--- src/rtl/tct_pkg.sv ---
// Shared types, constants and functions of the TCP connection tracker.
// Used by the tracker cell and the top level; depends on nothing else.

package tct_pkg;

   localparam int TABLE_SLOTS = 64;
   localparam int SLOT_FIELD_W = 6;

   localparam int FL_FIN_BIT = 0;
   localparam int FL_SYN_BIT = 1;
   localparam int FL_RST_BIT = 2;
   localparam int FL_ACK_BIT = 4;

   typedef enum logic [2:0] {
      CS_INIT   = 3'd0,
      CS_SYN    = 3'd1,
      CS_SYNACK = 3'd2,
      CS_ESTB   = 3'd3,
      CS_FINACK = 3'd4
   } conn_state_type;

   typedef enum logic [1:0] {
      EV_NOCHG = 2'd0,
      EV_ESTB  = 2'd1,
      EV_REL   = 2'd2,
      EV_FULL  = 2'd3
   } event_type;

   typedef struct packed {
      logic [31:0] src_ip;
      logic [31:0] dst_ip;
      logic [15:0] src_port;
      logic [15:0] dst_port;
      logic [7:0]  tcp_flags;
   } pkt_type;

   typedef struct packed {
      event_type                 event_res;
      logic [SLOT_FIELD_W-1:0]   slot;
      logic                      is_new;
      conn_state_type            conn_state;
   } rsp_type;

   typedef struct packed {
      logic    active;
      logic    done;
      rsp_type rsp;
   } link_type;

   typedef struct packed {
      conn_state_type next_state;
      event_type      ev;
   } step_type;

   function automatic logic entry_match(logic [31:0] ip_a, logic [31:0] ip_b,
                                        logic [15:0] port_a, logic [15:0] port_b,
                                        pkt_type pkt);
      logic m;
      m = (ip_a == pkt.src_ip || ip_b == pkt.src_ip) &&
          (ip_a == pkt.dst_ip || ip_b == pkt.dst_ip) &&
          (port_a == pkt.src_port || port_b == pkt.src_port) &&
          (port_a == pkt.dst_port || port_b == pkt.dst_port);
      return m;
   endfunction

   function automatic step_type advance(conn_state_type cur, logic [7:0] flags);
      step_type s;
      logic     syn;
      logic     ack;
      logic     fin;
      logic     rst;
      syn = flags[FL_SYN_BIT];
      ack = flags[FL_ACK_BIT];
      fin = flags[FL_FIN_BIT];
      rst = flags[FL_RST_BIT];
      s.next_state = cur;
      s.ev = EV_NOCHG;
      if (rst) begin
         s.next_state = CS_INIT;
         s.ev = (cur == CS_ESTB) ? EV_REL : EV_NOCHG;
      end else begin
         case (cur)
            CS_INIT: begin
               if (syn) s.next_state = CS_SYN;
            end
            CS_SYN: begin
               if (syn && ack) s.next_state = CS_SYNACK;
            end
            CS_SYNACK: begin
               if (ack) begin
                  s.next_state = CS_ESTB;
                  s.ev = EV_ESTB;
               end
            end
            CS_ESTB: begin
               if (fin && ack) s.next_state = CS_FINACK;
            end
            CS_FINACK: begin
               if (ack) begin
                  s.next_state = CS_INIT;
                  s.ev = EV_REL;
               end
            end
            default: begin
               s.next_state = cur;
            end
         endcase
      end
      return s;
   endfunction

endpackage

--- src/rtl/tct_cell.sv ---
// One table slot of the connection tracker: stored connection, match and state update.
// Depends on tct_pkg; the top level chains TABLE_SLOTS of these cells.

module tct_cell
   import tct_pkg::*;
(
   input  logic                    clock,
   input  logic                    reset,
   input  pkt_type                 pkt,
   input  logic [SLOT_FIELD_W-1:0] cell_slot,
   input  link_type                prev_link,
   output link_type                next_link
);

   logic           valid_ff;
   logic           valid_in;
   logic [31:0]    ip_a_ff;
   logic [31:0]    ip_b_ff;
   logic [15:0]    port_a_ff;
   logic [15:0]    port_b_ff;
   conn_state_type cstate_ff;
   conn_state_type cstate_in;
   link_type       link_ff;
   link_type       link_in;

   logic     hit;
   logic     take;
   logic     create;
   step_type step;

   always_comb begin
      hit = valid_ff && entry_match(ip_a_ff, ip_b_ff, port_a_ff, port_b_ff, pkt);
      create = prev_link.active && !valid_ff;
      take = prev_link.active && (hit || !valid_ff);
      step = advance(hit ? cstate_ff : CS_INIT, pkt.tcp_flags);
      valid_in = valid_ff | take;
      cstate_in = take ? step.next_state : cstate_ff;

      link_in = '0;
      if (prev_link.active) begin
         if (take) begin
            link_in.done = 1'b1;
            link_in.rsp.event_res = step.ev;
            link_in.rsp.slot = cell_slot;
            link_in.rsp.is_new = !valid_ff;
            link_in.rsp.conn_state = step.next_state;
         end else begin
            link_in.active = 1'b1;
         end
      end else if (prev_link.done) begin
         link_in = prev_link;
      end
   end

   always_ff @(posedge clock) begin
      if (reset) begin
         valid_ff <= 1'b0;
         link_ff <= '0;
      end else begin
         valid_ff <= valid_in;
         link_ff <= link_in;
      end
   end

   always_ff @(posedge clock) begin
      if (create) begin
         ip_a_ff <= pkt.src_ip;
         ip_b_ff <= pkt.dst_ip;
         port_a_ff <= pkt.src_port;
         port_b_ff <= pkt.dst_port;
      end
      cstate_ff <= cstate_in;
   end

   assign next_link = link_ff;

endmodule

--- config.mk ---
export PLATFORM = sky130hd
export DESIGN_NAME = tct_cell
export DESIGN_NICKNAME = d
export VERILOG_FILES = /design/src/rtl/tct_pkg.sv /design/src/rtl/tct_cell.sv
export SDC_FILE = /design/constraint.sdc
export NUM_CORES = 1
export LEC_CHECK = 0
export CAP_MARGIN = 20
export CORE_MARGIN = 3
export CORE_UTILIZATION = 55
export DETAILED_ROUTE_END_ITERATION = 8
export DONT_BUFFER_PORTS = 1
export PLACE_DENSITY_LB_ADDON = 0.2
export SYNTH_ARGS = -nofsm -noshare
export SYNTH_HDL_FRONTEND = slang
export SYNTH_SLANG_ARGS = --single-unit
--- constraint.sdc ---
create_clock -name clock -period 9.6 [get_ports clock]
set_input_delay 0.48 -clock clock [delete_from_list [all_inputs] [get_ports clock]]
set_output_delay 0.48 -clock clock [all_outputs]
set_load 0.01 [all_outputs]
==> out/summary.md, run 1 <==
The die is 108 um tall. The run gives 0 as the number of antenna violations at the first check in global routing. For the final setup skew, the log shows 0.00769 ns. The H-tree was split into 4 levels. The first global-routing pass estimated 19000 um of wire.

The top cell types in the final layout, fill and taps aside, are xor2_1 (192), edfxtp_1 (99), nor4_1 (49). The total grt overflow was 0; the number of vias after detailed routing was 3465. The post-layout total power was 1.26 mW; the detailed-route wire length per cell was 21.6 um. The clock network power share is 45.4%, and the via count of the first global-routing pass is 3523. In the final layout, the multi-input gates occupy 2470 um^2. After detailed routing, the number of remaining DRC violations is 0. The worst-case IR drop observed on VDD is 0.184 mV. The post-route netlist has 7.59% of its cells at a drive strength greater than 1. Setup repair after global routing left no endpoint under its margin.

The setup violation total in the final timing report was 0. The run finished with clean final reports. In this run, synthesis inferred 99 flip-flops with an integrated enable. Capturing element type of the critical path: a flop.

Relative contribution of sequential cells to total power: 47.0%. After routing, the total negative slack on setup checks comes to 0 ns. The detailed router finished its first iteration with 288 violations. The path class of the tightest hold or removal check is input port to flop. The switching share of power was 22.3%. The tools report the part of the total power dissipated in combinational logic as 7.5%. The tools report the critical path required time as 10.05 ns. The area growth from synthesis to layout is 12.4%.

The congestion estimate from routability-driven global placement came to 0.869. The total of max-cap violations is 0, and the effective utilization at floorplan is 57.6%. Once detail routing completed, the nets flagged for antenna violations numbered 0. The via-per-instance ratio was 5.83; the slew at the pin closest to its max-slew limit was 0.935 ns. The time the worst path needs with I/O delays and setup was 2.66 ns; the placed wire-length estimate was 9700 um. The total track usage was 22.5%; the number of warnings issued by yosys was 0. Counting the fill cells in the layout gives 763.

Most area-hungry cell type in the Yosys netlist: edfxtp_1. After synthesis the netlist holds a flip-flop and latch count of 114. The fraction of synthesis flops using an asynchronous set or reset pin was 0%; the reported net switching power was 0.281 mW. The core footprint was 10000 um^2.

The mean instance size in the synthesized netlist works out to 13.4 um^2. The tree is rooted in a clkbuf_8. In the synthesized netlist the dominant register cell turns out to be edfxtp_1. The clock-pin slew reported for the worst setup and hold paths after clock tree synthesis was 0.05 ns. The row count is 36.

The run gives 3270 um^2 as the register area. The top cell type by area accounts for 51.6% of the synthesized area. The run gives 2.33 nW as the leakage power total.

The run gives 12800 um as the routed wire length. In this run the count of I/O pins placed on the die edge is 140. The power density relative to cell area came out at 195 nW/um^2. In this run, distinct cell masters in the synthesized netlist total 37. For the count of endpoints failing hold in the final timing report, the log shows 0. The data arrival time at the worst-slack endpoint is 3.11 ns, and the internal power is 0.983 mW. After layout, the worst path uses 27.7% of the clock period.

In the synthesized netlist, the number of instances is 431. The library cell used most frequently in the layout, excluding fill and tap cells, is xor2_1. Largest net degree at the start of global routing: 65. Clock tree synthesis inserted a total of 17 buffers.

The die covers 11700 um^2. TritonCTS built the clock tree. The number of max-slew violations in the final report is 0, and the port buffer count is 0. The die is 108 um wide.

In this run the cell area of the synthesized design comes to 5760 um^2. The run gives 574 as the number of nets in the final layout. STA classifies the critical path startpoint as a flop.

The maximum achievable frequency is 375 MHz, and the worst-path maximum fanout is 5. The detailed-routing iteration count for the pre-antenna-repair pass came out at 6. In the post-synthesis netlist, the biggest area contributors are edfxtp_1 (52%), xor2_1 (29%), nor4_1 (5.3%).

The count of clock tree sinks came out at 114. Number of diodes: 0. The logs give 2 for the clock tree buffer depth and 557 for the net count after synthesis. Type of the worst setup path: flop to flop. The clock reaches the later pin of the worst-skew pair after 0.52 ns. For this run, the register share of the synthesized area comes to 56.8%. Measured against its own limit, the worst slew margin works out to 37.6%.
-- final cells by class --
type                       count  area share (%)
clock inverter                 6           0.811
timing repair buffer           2           0.270
inverter                       4           0.232
clock buffer                  26            7.53
multi-input combinational    309            38.1
sequential                   114            50.5
tap                          133            2.57
-- routing by layer --
metal | wire length [um] | global-route usage (%) | part of all wire, %
met1 | 5510 | 30.8 | 43
met2 | 5570 | 31.4 | 44
met3 | 1460 | 9.19 | 11
met4 | 265 | 9.83 | 2.1
met5 | 0 | 0 | 0
-- critical path, stage by stage, from the launching register on --
cell and delay, ns:
edfxtp_1 0.42, xor2_1 0.16, nor4_1 0.49, nand4_1 0.26, o22ai_2 0.28, nand4_1 0.26
or4_1 0.57, a21oi_1 0.15
-- cell usage after synthesis (2+ instances only) --
cell / count
xor2_1: 192
edfxtp_1: 99
nor4_1: 49
dfxtp_1: 15
nand4_1: 13
a22o_1: 8
nor2_1: 6
a21oi_1: 5
inv_1: 4
nand2_1: 4
clkbuf_1: 3
nand3_1: 3
nand4b_1: 2
nor2b_1: 2
nor3_1: 2
o22ai_2: 2
or4_1: 2
-- sequential cells by signal (all words and copies together) (netlist names) --
name	flops
port_a_ff	16
cstate_ff	3
ip_a_ff	32
valid_ff	1
next_link	14
port_b_ff	16
ip_b_ff	32
-- cell families (layout without fill, tap and decap cells) --
kind of cell | count (synthesis) | in the layout | share of synthesized area, %
xor+xnor | 192 | 192 | 29.2
compound gates | 27 | 27 | 3.89
mux | 1 | 1 | 0.195
simple gates | 89 | 89 | 9.42
buf+inv | 8 | 38 | 0.521
flops | 114 | 114 | 56.8
-- final timing paths --
| check | from | cells after the start | to | slack (ns) |
|---|---|---|---|---|
| max reg2reg | ip_b_ff[23] | 7 | next_link[2] | 6.94 |
| min reg2reg | valid_ff | 2 | valid_ff | 0.58 |
| max | ip_b_ff[23] | 7 | next_link[2] | 6.94 |
| min | reset | 1 | next_link[10] | 0.03 |
-- repair_timing --
| item | 4_1_cts | 5_1_grt |
|---|---|---|
| buffers inserted | 0 | 0 |
| hold buffers | 1 | 0 |
| resized for setup | 0 | 0 |
| hold endpoints to repair | 1 | 0 |
-- per-stage QoR --
step	cells	util [%]	setup WS [ns]	hold slack (ns)	instance area, um^2
after CTS	594	64.8	6.94	0.000845	6480
after floorplan	431	-	3.56	0.492	5760
after global placement	561	59.3	6.92	0.540	5930
after global routing	594	64.8	6.69	0.0133	6480
after detailed placement	561	59.3	6.91	0.553	5930
final	594	64.8	6.94	0.0277	6480
-- power by group through the flow --
stage | sequential, mW | combinational, mW | clock, mW
floorplan | 0.603 | 0.0720 | 0
global placement | 0.603 | 0.0931 | 0
CTS | 0.595 | 0.0955 | 0.584
global route | 0.598 | 0.105 | 0.606
detailed placement | 0.604 | 0.0938 | 0
finish | 0.595 | 0.0950 | 0.575
Power figures use the tool's default switching activity.
==> run 2, diff against run 1 <==
==> constraint.sdc (replaced) <==
create_clock -name clock -period 2.5 [get_ports clock]
set_input_delay 0.125 -clock clock [delete_from_list [all_inputs] [get_ports clock]]
set_output_delay 0.125 -clock clock [all_outputs]
set_load 0.01 [all_outputs]
==> run 2 against run 1 <==
Compared with the run above: synthesized cell count unchanged; the flow now stops in 4_1_cts; synthesized area unchanged.
==> out/summary.md, run 2 <==
From left edge to right edge, the die measures 108 um. Dominant synthesized flop cell: edfxtp_1. The most common cell in the synthesized netlist was xor2_1. Fraction of the mapped netlist area in compound gates: 3.89%. The run stopped with a tool error.

The mean instance size in the synthesized netlist is 13.4 um^2. The placed wire-length estimate is 10200 um, and the clock tree buffer depth is 2. Port buffering added 0 buffers.

The multiplexer area fraction after synthesis was 0.195%. CTS built an H-tree with a depth of 4. The clock root buffer is clkbuf_8. The synthesized design devotes to its leading area cell type 51.6% of total area. The synthesized netlist occupies a cell area of 5760 um^2. The initialized floorplan defines 36 standard-cell rows. The run gives 114 as the count of clock tree sinks. The last weighted congestion value of the routability-driven placer was 0.844; the cell count after placement was 571. The flow stopped in 4_1_cts. The y dimension of the die came out at 108 um. In this run the count of I/O pins placed on the die edge is 140. By area the synthesized netlist is led by edfxtp_1 (52%), xor2_1 (29%), nor4_1 (5.3%).

Number of warnings issued by yosys: 0. The logs give 37 for the number of unique standard cell types used by synthesis and 57.6% for the effective utilization at floorplan. After synthesis, the most frequently instantiated cells are xor2_1 (192), edfxtp_1 (99), nor4_1 (49), dfxtp_1 (15), nand4_1 (13).

For this run, asynchronously set or reset flops after synthesis account for 0%. The synthesized netlist devotes 9.42% of its cell area to simple gates. The logs give 557 for the net count after synthesis and 10 for the number of gates resized after CTS.

Summed over all instances, the cell type with the most area after synthesis is edfxtp_1. The tools report the number of buffers inserted for hold repair after clock tree synthesis as 122. By area, the combinational part of the netlist is dominated by XOR/XNOR gates. The count of flip-flops with a built-in enable after synthesis was 99. After Yosys synthesis, XOR and XNOR cells account for 29.2% of the synthesized area. The total of flip-flops plus latches after synthesis was 114. TritonCTS created 17 clock buffers. The post-CTS setup-driven buffer insertion count is 3.

For this run, the register share of the synthesized area comes to 56.8%. The tools report the cell count after synthesis as 431. After Yosys synthesis, full adders, half adders and majority gates account for 0% of the synthesized area. The tool reported: "[ERROR RSZ-0060] Max buffer count reached".
==> run 2: cell families after synthesis <==
group | count (synthesis)
AND/OR/NAND/NOR | 89
XOR/XNOR | 192
buffers and inverters | 8
AO/OA/AOI/OAI | 27
multiplexers | 1
flip-flops | 114
==> run 2: per-stage QoR <==
step,cell area [um^2],utilization [%],setup WS (ns)
2_1_floorplan,5770,-,-0.284
3_3_place_gp,6020,60.2,0.0391
3_5_place_dp,6020,60.2,-0.0232
==> run 3, diff against run 2 <==
--- a/config.mk
+++ b/config.mk
@@ -7,10 +7,10 @@
 export LEC_CHECK = 0
 export CAP_MARGIN = 20
 export CORE_MARGIN = 3
-export CORE_UTILIZATION = 55
+export CORE_UTILIZATION = 40
 export DETAILED_ROUTE_END_ITERATION = 8
 export DONT_BUFFER_PORTS = 1
-export PLACE_DENSITY_LB_ADDON = 0.2
+export PLACE_DENSITY_LB_ADDON = 0.15
 export SYNTH_ARGS = -nofsm -noshare
 export SYNTH_HDL_FRONTEND = slang
 export SYNTH_SLANG_ARGS = --single-unit
==> run 3 against run 2 <==
Compared with the run above: the flow now finishes, with violations (setup timing).
==> out/summary.md, run 3 (synthesis gave the netlist of run 1 again) <==
The tools report the via count of the first global-routing pass as 4275. VDD sags by at most 0.463 mV. Compared with the post-synthesis result, the final layout area differs by 39.2%. Data on the critical path is required at its endpoint by 2.84 ns. In this run the deepest clock path goes through 2 buffers. Total of max-cap violations: 0. The die span in x was 126 um.

Measured on the finished design, the core utilization comes to 57.3%. Entering global routing, the biggest net connects 98 pins. The floorplan has 43 rows. The setup violation total in the final timing report was 1.

Clock tree synthesis inserted a total of 17 buffers. The capturing element type of the critical path was a flop. The number of max-slew violations in the final report was 0. For the worst-skew pair, the clock arrives at the later sink with an insertion delay of 0.42 ns. Launch point of the critical path: port_b_ff[15]. The die covers 15900 um^2.

Leaving out fill and tap cells, the most frequent cells in the layout are xor2_1 (192), dlygate4sd3_1 (120), edfxtp_1 (99). The detailed-route wire length per cell was 20.5 um. The path type of the worst min-delay path was input port to flop. The run finished, with violations left. Clock root buffer: clkbuf_16. The count of endpoints failing hold in the final timing report is 0.

The checks that failed: setup timing. After filler insertion, the fill cell instance count of the layout stands at 1143. The tools report the startpoint of the worst-slack reg-to-reg timing path as port_b_ff[15]. Data on the critical path arrives at its endpoint at 2.86 ns. In this run the tool buffered the top-level ports with 0 buffer cells. The die is 126 um tall. The post-detailed-route DRC marker count was 0; the count of boundary I/O pins was 140. The core footprint is 14000 um^2. The pre-antenna-repair detailed-routing pass consisted of 4 iterations.

The largest registers in the layout are ip_a_ff x32, ip_b_ff x32. Of the total power, the share spent switching nets is 23.0%. The minimum setup slack among reg-to-reg paths is -0.02 ns, and the global-route wire length before repair is 24200 um.

Number of antenna violations at the first check in global routing: 0. Leaving out fill and tap cells, the most frequent cell in the layout is xor2_1. The final hold slack was 0.0224 ns. The run gives 0 as the number of diodes.

The logs give 2.92 nW for the leakage power total and 62.9% for the relative slew slack. The clock network power share came out at 44.3%. Detailed routing inserted a total of 3977 vias.

The launching element type of the critical path is a flop. Across every metal layer, demand over resource in global routing totals 20.2%. TritonCTS built the clock tree. For the post-layout total power, the log shows 5.13 mW. For the pin with the worst max-slew slack, the measured transition is 0.557 ns. The worst hold path begins at pkt[2]. The clock net in this run drives a total of 114 sinks. Power spread over the standard cell area amounts to 639 nW/um^2.

The part of the cycle the worst path needs came out at 101%. The run gives 0 as the number of nets with antenna violations after routing. The relative contribution of sequential cells to total power was 44.5%. Along the worst path, the maximum fanout reaches 4. For this configuration, the core starts out at a cell density of 41.2%. For the routed wire length, the log shows 15900 um. Setup repair after global routing could not meet its margin everywhere. The tools report the number of nets in the final layout as 709.

The critical path in this run is classified as flop to flop. The share of post-route cells with drive strength above 1 came out at 12.1%. Dividing the detail-routed via count by the number of cells gives 5.13. The run gives 1.18 mW as the reported net switching power. The time the worst path needs with I/O delays and setup came out at 2.52 ns. At the end of routability-driven placement, the weighted congestion stood at 0.831.

The H-tree was split into 4 levels. The post-route worst setup slack came out at -0.0173 ns. Summed over all layers, the global routing overflow is 0. The clock arrives with 0.00736 ns of skew.

The tools report the DRC marker count from the first detailed-route iteration as 322. For the placed wire-length estimate, the log shows 10800 um. The run gives 3.95 mW as the internal power. The share of total power dissipated in combinational logic is 11.2%.

Derived from the worst setup path, the maximum achievable clock frequency is 397 MHz. After clock tree synthesis, the clock-pin slew on the worst setup and hold paths is 0.06 ns.
==> run 3: area by class of cell <==
type,count,area [um^2],area share (%)
Clock buffer,22,444,5.54
Clock inverter,9,90.1,1.12
Inverter,4,15.0,0.187
Multi-Input combinational cell,309,2630,32.8
Sequential cell,114,3270,40.8
Tap cell,180,225,2.81
Timing Repair Buffer,137,1340,16.7
==> run 3: final timing paths <==
check / cells after the start / to
max: 8 / next_link[2]
min: 2 / cstate_ff[1]
max reg2reg: 8 / next_link[2]
min reg2reg: 1 / next_link[13]
==> run 3: timing repair <==
| item | CTS | global route |
|---|---|---|
| hold buffers | 120 | 0 |
| endpoints found under the hold margin | 113 | 0 |
| gates resized for setup | 8 | 18 |
| buffers inserted | 0 | 3 |
| endpoints found under the setup margin | 2 | 8 |
| pin swaps | 1 | 13 |
==> run 3: stage by stage <==
step / instance area [um^2] / cells / setup TNS (ns) / setup WS, ns
2_1_floorplan: 5770 / 431 / -1.87 / -0.284
3_5_place_dp: 6100 / 621 / -0.184 / -0.0922
6_report: 8020 / 775 / -0.0173 / -0.0173
3_3_place_gp: 6100 / 621 / -0.140 / -0.0743
5_1_grt: 8020 / 775 / -0.409 / -0.116
4_1_cts: 7890 / 772 / 0 / 0.00186
==> run 3: power groups by stage <==
stage	Combinational [mW]	Clock [mW]	Sequential, mW
floorplan	0.277	0	2.31
global placement	0.384	0	2.31
detailed placement	0.384	0	2.32
CTS	0.560	2.30	2.28
global route	0.626	2.38	2.29
finish	0.575	2.27	2.28
==> run 3: critical path, cell delays in order (launching register included) <==
cell,delay (ns)
edfxtp_1,0.42
xor2_1,0.19
nor4_2,0.31
nand4_1,0.20
a22oi_2,0.31
buf_4,0.17
a41oi_4,0.14
or4_1,0.55
a21oi_1,0.14
==> run 3: routing by layer <==
metal / vias to the layer above / wire length, um / global-route usage [%]
li1: 1906 / - / -
met1: 1915 / 7240 / 28.3
met2: 132 / 7210 / 30.1
met3: 24 / 1200 / 6.49
met4: 0 / 274 / 6.44
met5: - / 0 / 0
==> run 4, diff against run 3 <==
--- a/config.mk
+++ b/config.mk
@@ -11,6 +11,7 @@
 export DETAILED_ROUTE_END_ITERATION = 8
 export DONT_BUFFER_PORTS = 1
 export PLACE_DENSITY_LB_ADDON = 0.15
+export SKIP_CTS_REPAIR_TIMING = 1
 export SYNTH_ARGS = -nofsm -noshare
 export SYNTH_HDL_FRONTEND = slang
 export SYNTH_SLANG_ARGS = --single-unit
==> run 4 against run 3 <==
Compared with the run above: critical path depth decreased by 1; power is 0.17% lower; the run ends with hold timing, setup timing left; clock skew grew 0.0011 ns; first-iteration DRC count is 19% higher; combinational power shrank 1%; setup slack improved by 0.016 ns; die area stayed put; cell area down 0.84%.
==> out/summary.md, run 4 (synthesis gave the netlist of run 1 again) <==
The via-per-instance ratio came out at 5.19. After clock tree synthesis, the clock-pin slew on the worst setup and hold paths is 0.05 ns. The setup violation total in the final timing report was 1; the die span in x was 126 um.

For this design the total switching power over the nets is 1.18 mW. The post-route netlist has 11.7% of its cells at a drive strength greater than 1. In this run the power density over the cells is 643 nW/um^2.

Relative to the synthesized area, the layout overhead comes to 38.0%. The switching share of power was 23.0%. Number of nets in the final layout: 705. The run gives 98 as the largest net degree at the start of global routing. Measured along the y axis, the die boundary spans 126 um. The flow ran to the end, but the final reports show violations. Subtracting the final worst setup slack from the clock period gives 2.50 ns. The final layout contains routed wiring with a total length of 16000 um. The logs give 0.456 mV for the worst IR drop on VDD and 43 for the row count. The relative contribution of sequential cells to total power was 44.6%.

For the final hold slack, the log shows -0.228 ns. After layout, the design draws a total of 5.12 mW. The library cells used most frequently in the layout, excluding fill and tap cells, are xor2_1 (192), dlygate4sd3_1 (116), edfxtp_1 (99). The count of endpoints failing hold in the final timing report is 5, and the detailed-route wire length per cell is 20.7 um. The worst path uses 100% of the clock period. Data on the critical path is required at its endpoint by 2.84 ns. The worst setup path is launched from a flop. The internal power of the cells totals 3.94 mW.

The clock root buffer was clkbuf_16. The register area came out at 3270 um^2. Between clock sinks in the finished design, the worst skew comes to 0.00851 ns. The number of CTS-inserted buffers is 17, and the count of clock tree sinks is 114.

The clock reaches the later pin of the worst-skew pair after 0.41 ns. Combinational logic burns 11.1% of the power. Capturing element type of the critical path: a flop.

The routed layout has 4002 vias. The total track usage is 17.9%, and the count of boundary I/O pins is 140. The analysis attributes to cell leakage a power of 2.90 nW.

The number of max-slew violations in the final report was 0. Of the total power, the clock network draws 44.3%. TritonCTS built the clock tree. For this run, the top clock speed supported by timing is 400 MHz. The largest registers in the layout are ip_a_ff x32, ip_b_ff x32.

The tools report the utilization of the core after routing as 56.9%. At the pin with the least slew margin, the transition time is 0.566 ns. The floorplan step defined a die boundary enclosing 15900 um^2.

Once detail routing completed, the nets flagged for antenna violations numbered 0. The final reports fail on hold timing, setup timing. The total of max-cap violations was 0; the post-route worst setup slack was -0.00146 ns. The library cell used most frequently in the layout, excluding fill and tap cells, is xor2_1. In this run the worst path has a maximum fanout of 4. The via count of the first global-routing pass is 3679, and the port buffer count is 0. The tightest min-delay check is of the input port to flop type. For the post-detailed-route DRC marker count, the log shows 0. The multi-input combinational cells in the finished layout cover a total of 2600 um^2. The first global-routing pass estimated 21300 um of wire.

The placed wire-length estimate is 10800 um, and the number of filler instances in the final layout is 1164. CTS built an H-tree with a depth of 4. Global routing finished with a remaining overflow of 0.

For the worst setup path, the data arrival time is 2.84 ns. The logs give -0.001 ns for the minimum setup slack among reg-to-reg paths and 62.3% for the relative slew slack. The logs give 0 for the number of antenna violations at the first check in global routing and 14000 um^2 for the core footprint. Setup repair after global routing could not meet its margin everywhere. The run gives 41.2% as the effective utilization at floorplan.

Last weighted congestion value of the routability-driven placer: 0.831. The repair_antennas step left the layout with diodes totalling 0. The first detailed-routing pass took 4 iterations.

The longest clock path from root to sink contains 2 buffers. The first routing iteration left 384 violations. By startpoint and endpoint, the worst setup path is classified as flop to flop.
[run 4: cell count changes in the layout (fill, tap and decap cells not counted)]
| cell | before | now |
|---|---|---|
| a41oi_4 | 1 | 0 |
| a21oi_2 | 2 | 1 |
| dlygate4sd3_1 | 120 | 116 |
| nor4_2 | 19 | 17 |
| nor4_1 | 30 | 32 |
| a21oi_1 | 3 | 4 |
| a41oi_2 | 0 | 1 |
[run 4: power by group through the flow]
stage                     logic [mW]  registers, mW  clock network, mW
after global routing           0.616           2.29               2.38
after detailed placement       0.384           2.32                  0
final                          0.567           2.28               2.27
after global placement         0.384           2.31                  0
after floorplan                0.277           2.31                  0
after CTS                      0.389           2.28               2.30
[run 4: worst paths after layout]
| path | startpoint | to | cells past startpoint |
|---|---|---|---|
| max | port_a_ff[1] | next_link[2] | 7 |
| min | reset | next_link[10] | 1 |
| max reg2reg | port_a_ff[1] | next_link[2] | 7 |
| min reg2reg | valid_ff | next_link[13] | 1 |
[run 4: area by class of cell]
class,instances,area share [%]
Clock buffer,22,5.58
Multi-Input combinational cell,309,32.7
Sequential cell,114,41.2
Inverter,4,0.189
Timing Repair Buffer,133,16.4
Clock inverter,9,1.13
Tap cell,180,2.83
[run 4: through the flow]
stage / hold WS, ns / setup TNS, ns / cells / setup WS, ns / area, um^2
global placement: 0.193 / -0.140 / 621 / -0.0743 / 6100
detailed placement: 0.195 / -0.184 / 621 / -0.0922 / 6100
global route: -0.248 / -0.560 / 771 / -0.171 / 7950
CTS: -0.247 / -0.228 / 652 / -0.115 / 6630
finish: -0.228 / -0.00146 / 771 / -0.00146 / 7950
floorplan: 0.224 / -1.87 / 431 / -0.284 / 5770
[run 4: critical path: stages, from the launching register on]
cell and delay (ns):
edfxtp_1 0.43, xor2_1 0.20, nor4_2 0.35, nand4_1 0.20, a22oi_2 0.32, nand4_1 0.27, or4_1 0.53, a21oi_1 0.13
[run 4: layer usage]
metal  vias up  routed length [um]  global-route usage (%)
met5         -                   0                       0
met4         0                 269                    6.88
met3        22                1150                    8.31
met2       136                7210                    25.6
met1      1945                7330                    23.8
li1       1899                   -                       -
